===== src/sv/dvst_pkg.sv =====
// Shared types, codes and compare functions for the value set table.
// Used by dvst_ctrl, dvst_dpath and dedup_value_set_table.
package dvst_pkg;

    localparam int DEPTH_DEFAULT = 16;
    localparam int VALUE_W       = 64;
    localparam int OP_W          = 2;
    localparam int POS_W         = 4;
    localparam int STATUS_W      = 2;
    localparam int OCC_W         = 5;

    localparam logic [OP_W-1:0] OP_LOOKUP = 2'd0;
    localparam logic [OP_W-1:0] OP_INSERT = 2'd1;
    localparam logic [OP_W-1:0] OP_REMOVE = 2'd2;

    localparam logic [STATUS_W-1:0] ST_DONE = 2'd0;
    localparam logic [STATUS_W-1:0] ST_HOLD = 2'd1;
    localparam logic [STATUS_W-1:0] ST_FULL = 2'd2;

    localparam logic [VALUE_W-1:0] EXP_MASK  = 64'h7FF0_0000_0000_0000;
    localparam logic [VALUE_W-1:0] FRAC_MASK = 64'h000F_FFFF_FFFF_FFFF;
    localparam logic [VALUE_W-1:0] MAG_MASK  = 64'h7FFF_FFFF_FFFF_FFFF;

    typedef struct packed {
        logic load_req;
        logic compare;
        logic commit;
    } dvst_cmd_t;

    function automatic logic is_nan(input logic [VALUE_W-1:0] v);
        return ((v & EXP_MASK) == EXP_MASK) && ((v & FRAC_MASK) != '0);
    endfunction

    function automatic logic ieee_equal(input logic [VALUE_W-1:0] a,
                                        input logic [VALUE_W-1:0] b);
        logic eq;
        if (is_nan(a) || is_nan(b))
            eq = 1'b0;
        else if (((a | b) & MAG_MASK) == '0)
            eq = 1'b1;
        else
            eq = (a == b);
        return eq;
    endfunction

endpackage


===== src/sv/dvst_ctrl.sv =====
// Request sequencer for the value set table: accept, compare, resolve.
// Depends on dvst_pkg; drives dvst_dpath through dvst_cmd_t.
module dvst_ctrl (
    input  logic             clk,
    input  logic             rst_n,
    input  logic             in_valid,
    output logic             in_stall,
    output logic             out_valid,
    input  logic             out_stall,
    output dvst_pkg::dvst_cmd_t cmd
);
    import dvst_pkg::*;

    localparam logic [1:0] S_IDLE = 2'd0;
    localparam logic [1:0] S_CMP  = 2'd1;
    localparam logic [1:0] S_RES  = 2'd2;

    logic [1:0] state_reg;
    logic [1:0] state_next;
    logic       out_valid_reg;
    logic       out_valid_next;
    logic       out_free;
    logic       accept;
    logic       commit;

    assign out_free = !out_valid_reg || !out_stall;
    assign commit   = (state_reg == S_RES) && out_free;
    assign in_stall = !((state_reg == S_IDLE) || commit);
    assign accept   = in_valid && !in_stall;

    assign cmd.load_req = accept;
    assign cmd.compare  = (state_reg == S_CMP);
    assign cmd.commit   = commit;
    assign out_valid    = out_valid_reg;

    always_comb
    begin
        state_next = state_reg;
        unique case (state_reg)
            S_IDLE:
            begin
                if (accept)
                    state_next = S_CMP;
            end
            S_CMP:
            begin
                state_next = S_RES;
            end
            S_RES:
            begin
                // take the next request in the resolve cycle
                if (commit)
                    state_next = accept ? S_CMP : S_IDLE;
            end
            default:
            begin
                state_next = S_IDLE;
            end
        endcase
    end

    always_comb
    begin
        out_valid_next = out_valid_reg;
        if (commit)
            out_valid_next = 1'b1;
        else if (!out_stall)
            out_valid_next = 1'b0;
    end

    always_ff @(posedge clk or negedge rst_n)
    begin
        if (!rst_n)
        begin
            state_reg     <= S_IDLE;
            out_valid_reg <= 1'b0;
        end
        else
        begin
            state_reg     <= state_next;
            out_valid_reg <= out_valid_next;
        end
    end

endmodule


===== src/sv/dvst_dpath.sv =====
// Entry storage, parallel compare, first-match resolve and result register.
// Depends on dvst_pkg; commanded by dvst_ctrl.
module dvst_dpath #(
    parameter int DEPTH = dvst_pkg::DEPTH_DEFAULT
) (
    input  logic                          clk,
    input  logic                          rst_n,
    input  dvst_pkg::dvst_cmd_t           cmd,
    input  logic [dvst_pkg::OP_W-1:0]     op,
    input  logic [dvst_pkg::VALUE_W-1:0]  value,
    output logic                          found,
    output logic [dvst_pkg::POS_W-1:0]    position,
    output logic [dvst_pkg::STATUS_W-1:0] status,
    output logic [dvst_pkg::OCC_W-1:0]    occupancy
);
    import dvst_pkg::*;

    localparam int IDX_W = (DEPTH > 1) ? $clog2(DEPTH) : 1;
    localparam int CNT_W = $clog2(DEPTH + 1);

    logic [VALUE_W-1:0]  entry_reg [DEPTH];
    logic [VALUE_W-1:0]  entry_next [DEPTH];
    logic [VALUE_W-1:0]  shift_src [DEPTH];
    logic [CNT_W-1:0]    count_reg;
    logic [CNT_W-1:0]    count_next;
    logic [OP_W-1:0]     op_reg;
    logic [VALUE_W-1:0]  value_reg;
    logic [DEPTH-1:0]    match_reg;
    logic [DEPTH-1:0]    match_next;
    logic                found_reg;
    logic [POS_W-1:0]    position_reg;
    logic [STATUS_W-1:0] status_reg;
    logic [OCC_W-1:0]    occupancy_reg;

    logic                hit;
    logic [IDX_W-1:0]    hit_idx;
    logic [STATUS_W-1:0] status_next;
    logic                do_insert;
    logic                do_remove;

    genvar g;
    generate
        for (g = 0; g < DEPTH - 1; g++)
        begin : g_shift
            assign shift_src[g] = entry_reg[g + 1];
        end
    endgenerate
    assign shift_src[DEPTH-1] = entry_reg[DEPTH-1];

    always_comb
    begin
        for (int i = 0; i < DEPTH; i++)
            match_next[i] = (CNT_W'(i) < count_reg) && ieee_equal(entry_reg[i], value_reg);
    end

    // pick the lowest matching slot
    always_comb
    begin
        hit     = |match_reg;
        hit_idx = '0;
        for (int i = DEPTH - 1; i >= 0; i--)
        begin
            if (match_reg[i])
                hit_idx = IDX_W'(i);
        end
    end

    always_comb
    begin
        do_insert   = 1'b0;
        do_remove   = 1'b0;
        status_next = ST_DONE;
        if (op_reg == OP_INSERT)
        begin
            if (hit)
                status_next = ST_HOLD;
            else if (count_reg == CNT_W'(DEPTH))
                status_next = ST_FULL;
            else
                do_insert = 1'b1;
        end
        else if (op_reg == OP_REMOVE)
        begin
            if (!hit)
                status_next = ST_HOLD;
            else
                do_remove = 1'b1;
        end
    end

    always_comb
    begin
        count_next = count_reg;
        if (do_insert)
            count_next = count_reg + CNT_W'(1);
        else if (do_remove)
            count_next = count_reg - CNT_W'(1);
        for (int i = 0; i < DEPTH; i++)
        begin
            entry_next[i] = entry_reg[i];
            if (do_insert && (CNT_W'(i) == count_reg))
                entry_next[i] = value_reg;
            else if (do_remove && (IDX_W'(i) >= hit_idx))
                entry_next[i] = shift_src[i];
        end
    end

    always_ff @(posedge clk or negedge rst_n)
    begin
        if (!rst_n)
            count_reg <= '0;
        else if (cmd.commit)
            count_reg <= count_next;
    end

    always_ff @(posedge clk)
    begin
        if (cmd.commit)
        begin
            for (int i = 0; i < DEPTH; i++)
                entry_reg[i] <= entry_next[i];
            found_reg     <= hit;
            position_reg  <= hit ? POS_W'(hit_idx) : '0;
            status_reg    <= status_next;
            occupancy_reg <= OCC_W'(count_next);
        end
        if (cmd.load_req)
        begin
            op_reg    <= op;
            value_reg <= value;
        end
        if (cmd.compare)
            match_reg <= match_next;
    end

    assign found     = found_reg;
    assign position  = position_reg;
    assign status    = status_reg;
    assign occupancy = occupancy_reg;

endmodule


===== src/sv/dedup_value_set_table.sv =====
// Top level of the insertion-ordered value set table.
// Depends on dvst_pkg, dvst_ctrl and dvst_dpath.
//
// A request (op, value) is first compared against every stored entry at once
// into a registered match vector; then the first match is resolved and the
// insert or remove applied, which loads the result register. The next
// request is taken in that resolve cycle while the result side keeps up, so
// a new request can be accepted as the last one resolves; a stalled result
// holds the block in the resolve cycle until it is taken. Entries need no
// clearing after reset; the request channel is ready at once.
module dedup_value_set_table #(
    parameter int DEPTH = dvst_pkg::DEPTH_DEFAULT
) (
    input  logic                          clk,
    input  logic                          rst_n,
    input  logic                          in_valid,
    output logic                          in_stall,
    input  logic [dvst_pkg::OP_W-1:0]     op,
    input  logic [dvst_pkg::VALUE_W-1:0]  value,
    output logic                          out_valid,
    input  logic                          out_stall,
    output logic                          found,
    output logic [dvst_pkg::POS_W-1:0]    position,
    output logic [dvst_pkg::STATUS_W-1:0] status,
    output logic [dvst_pkg::OCC_W-1:0]    occupancy
);
    import dvst_pkg::*;

    dvst_cmd_t cmd;

    dvst_ctrl u_ctrl (
        .clk       (clk),
        .rst_n     (rst_n),
        .in_valid  (in_valid),
        .in_stall  (in_stall),
        .out_valid (out_valid),
        .out_stall (out_stall),
        .cmd       (cmd)
    );

    dvst_dpath #(
        .DEPTH (DEPTH)
    ) u_dpath (
        .clk       (clk),
        .rst_n     (rst_n),
        .cmd       (cmd),
        .op        (op),
        .value     (value),
        .found     (found),
        .position  (position),
        .status    (status),
        .occupancy (occupancy)
    );

endmodule


===== config.mk =====
export PLATFORM = sky130hd
export DESIGN_NAME = dedup_value_set_table
export DESIGN_NICKNAME = d
export VERILOG_FILES = /design/src/sv/dvst_pkg.sv /design/src/sv/dvst_ctrl.sv /design/src/sv/dvst_dpath.sv /design/src/sv/dedup_value_set_table.sv
export SDC_FILE = /design/constraint.sdc
export NUM_CORES = 2
export LEC_CHECK = 0
export ABC_AREA = 1
export ABC_CLOCK_PERIOD_IN_PS = 12820
export BUFFER_PORTS_ARGS = -buffer_cell sky130_fd_sc_hd__clkbuf_2
export CAP_MARGIN = 25
export CORE_ASPECT_RATIO = 1.4
export CORE_MARGIN = 1.5
export CORE_UTILIZATION = 60
export CTS_CLUSTER_SIZE = 25
export DETAILED_ROUTE_END_ITERATION = 16
export GPL_ROUTABILITY_DRIVEN = 0
export PLACE_DENSITY = 0.76
export SETUP_SLACK_MARGIN = 0.3
export SYNTH_ARGS = -nofsm -noshare
export SYNTH_HDL_FRONTEND = slang
export SYNTH_SLANG_ARGS = --single-unit

===== constraint.sdc =====
create_clock -name clk -period 12.82 [get_ports clk]
set_clock_uncertainty 0.15 [all_clocks]
set_input_delay 3.205 -clock clk [delete_from_list [all_inputs] [get_ports clk]]
set_output_delay 3.205 -clock clk [all_outputs]
set_load 0.02 [all_outputs]

==> flow_metrics.tcl <==
set metrics [dict create \
    grt_usage_pct 30.00 \
    final_antenna_net_count 0 \
    cts_made_buffers 110 \
    regArea_um2 33770 \
    required_ns 9.47 \
    end_kind "output port" \
    grt_pass1_vias 49580 \
    area_delta_synth_final_pct 8.608 \
    via_per_inst 5.988 \
    fin_area_um2 74010 \
    grt-ovfl-total 0 \
    synth_area_leaders "edfxtp_1 (49%), ha_1 (19%), inv_1 (6.2%)" \
    finalNonFillerCells 8381 \
    critPathLaunchType "input pin" \
    syn_inst 6777 \
    slew_headroom_pct 18.08 \
    clock-root-buffer "clkbuf_16" \
    worstPathMaxFanout 3 \
    largest_reg_flops 1024 \
    yosysMostFrequentCell "edfxtp_1" \
    crit_start "out_stall" \
    synth_nets 7860 \
    fin_util_pct 65.56 \
    dpl-instance-area_um2 70140 \
    synth_common_cells "edfxtp_1 (1118), inv_1 (1117), nand2_1 (1051)" \
    drt_iter0_markers 3979 \
    cp_slowest_cell "o21ai_0" \
    netSwitchingPower_mw 2.137 \
    p_leak_nw 32.48 \
    power_frac_seq_pct 50.7 \
    critPathMaxStageDelay_ns 0.48 \
    yosys.area.top_type "edfxtp_1" \
    synth_edf_count 1118 \
    power_density_nw_per_um2 114.5 \
    cts_resized 0 \
    setup_viol 0 \
    ctsHoldBuffers 0 \
    grt_max_degree 130 \
    syn_avg_cell_area_um2 10.06 \
    status "finished clean" \
    min_path_type "reg -> reg" \
    post_synth_num_cell_types 38 \
    synth_top_area_share_pct 49.27 \
    synth-seq-area-share_pct 49.56 \
    final_min_period_over_clock_period_pct 58.58 \
    first_pass_iters 8 \
    grt_pass1_wl_um 261700 \
    ir_worst_vdd_mv 0.1419 \
    cts_setup_buffers 0 \
    r2r_end "u_dpath.entry_reg[0][40]$_DFFE_PP_" \
    multi_input_area_um2 29110 \
    p_clk_share_pct 38.9 \
    worstRegToRegCells 8 \
    drv_cap 0 \
    ios 84 \
    worstReg2RegStart "u_dpath.count_reg[0]$_DFFE_PN0P_" \
    synth-main-ff-cell "edfxtp_1" \
    row_count 146 \
    die_h_um 401.8 \
    clk_latency_ns 0.73 \
    hold_viol_final 0 \
    drc 0 \
    numPortBuffers 83 \
    ys_async_sr_fraction_pct 0.7105 \
    cpMostUsedCell "clkbuf_2" \
    critPathTopFamily "compound AO/OA/AOI/OAI gates" \
    grt_antenna_before_repair 10 \
    finalNetCount 7889 \
    rsz0062_at_grt "no" \
    cp.arrival_ns 4.15 \
    critical_path_class "in -> out" \
    final.setup.tns_ns 0 \
    cts_tree "yes" \
    cts_htree_levels 3 \
    final-max-slew-violation-count 0 \
    syn_area_um2 68150 \
    die_w_um 287.8 \
    period_needed_ns 7.510 \
    fill_cells 8175 \
    routedWlPerCell_um 20.77 \
    hpwl_um 136400 \
    cp_num_buf_inv 2 \
    netSwitchingFraction_pct 25.23 \
    p_int_mw 6.334 \
    synth_seq_cells 1126 \
    die_area_um2 115600 \
    cts.reportedPaths.clkPinSlew_ns 0.06 \
    drive_gt1_share_pct 5.699 \
    dp_cells 8163 \
    routed-via-count 50180 \
    power_frac_comb_pct 10.4 \
    rrSetupSlack_ns 8.20 \
    start_util_pct 60.36 \
    tightest_slew_ns 1.218 \
    fmax_ghz 0.1332 \
    crit_chain "clkbuf_2 > nand2_1 > o21ai_0 > clkbuf_2" \
    core_area_um2 112900 \
    drt-total-wl_um 174100 \
    numClockSinks 1126 \
    yosys_warnings 0 \
    clockBufferDepth 3 \
    cp-endpoint "in_stall" \
    worst-path-stages 4 \
]
## cells by family after synthesis
family,Yosys count,synth area share [%]
and+or+nand+nor,2194,15.80
xor gates and xnor gates,20,0.2571
buffers and inverters,1403,8.169
DFF,1126,49.56
adders and majority gates,1013,18.60
AOI/OAI and AO/OA,1021,7.612
## placed cells by master, fill, tap and decap left out, types with 4 or more instances in the layout
cell        instances
o21ai_1           393
dfrtp_1             8
bufinv_16          15
a21oi_1            12
buf_4             102
nand2_1          1050
diode_2             5
clkinv_2           16
buf_16              4
nor3_1             60
nor2_1             73
o21ai_0           577
buf_12              5
ha_1             1013
nor4_1            448
inv_16              4
a21oi_4            13
nand3_1            76
xnor2_1            13
nor2_4              5
clkbuf_16         110
nand3_4            10
xor2_1              7
o31ai_1            10
clkinv_1           28
clkbuf_1           24
edfxtp_1         1118
clkinvlp_4          4
nand4_1           460
buf_2               6
o41ai_1             6
inv_1            1117
clkbuf_2           83
## stage by stage
| stage | total power [mW] | hold WS [ns] | setup WS, ns |
|---|---|---|---|
| after floorplan | 4.879 | 0.2744 | 5.385 |
| after CTS | 8.479 | 0.3865 | 5.321 |
| after detailed placement | 5.229 | 0.3733 | 5.342 |
| after global placement | 5.166 | 0.3633 | 5.382 |
| after global routing | 8.745 | 0.3945 | 5.245 |
| final | 8.471 | 0.3866 | 5.310 |
## routing by layer
layer | global-route usage (%) | up-vias | part of all wire (%)
met5 | 0 | - | 0.013
met4 | 30.37 | 4 | 12
met3 | 3.827 | 643 | 5.7
met2 | 53.15 | 1763 | 50
met1 | 29.23 | 23390 | 32
li1 | - | 24380 | -
## area by class of cell
type	count	share of cell area [%]
inverter	1120	5.682
clock buffer	134	3.841
timing repair buffer	200	1.920
tap	1480	2.502
multi-input combinational	4248	39.33
clock inverter	68	1.080
antenna	5	0.01691
sequential	1126	45.63
## worst min-delay path by stage
| stage | startpoint | end | slack, ns | depth (start not counted) |
|---|---|---|---|---|
| after floorplan | u_dpath.value_reg[63]$_DFFE_PP_ | u_dpath.entry_reg[7][127]$_DFFE_PP_ | 0.27 | 0 |
| after CTS | u_dpath.value_reg[49]$_DFFE_PP_ | u_dpath.entry_reg[7][113]$_DFFE_PP_ | 0.39 | 0 |
| final | u_dpath.value_reg[30]$_DFFE_PP_ | u_dpath.entry_reg[7][94]$_DFFE_PP_ | 0.39 | 0 |
| after global placement | u_dpath.value_reg[29]$_DFFE_PP_ | u_dpath.entry_reg[7][93]$_DFFE_PP_ | 0.36 | 0 |
| after detailed placement | u_dpath.value_reg[26]$_DFFE_PP_ | u_dpath.entry_reg[7][90]$_DFFE_PP_ | 0.37 | 0 |
| after global routing | u_dpath.value_reg[49]$_DFFE_PP_ | u_dpath.entry_reg[7][113]$_DFFE_PP_ | 0.39 | 0 |
## power groups by stage
stage	Clock [mW]	Sequential (mW)	Combinational, mW
6_report	3.29	4.30	0.880
5_1_grt	3.45	4.31	0.984
4_1_cts	3.32	4.29	0.867
3_5_place_dp	0	4.37	0.858
3_3_place_gp	0	4.37	0.799
2_1_floorplan	0	4.33	0.544
Power figures use the tool's default switching activity.
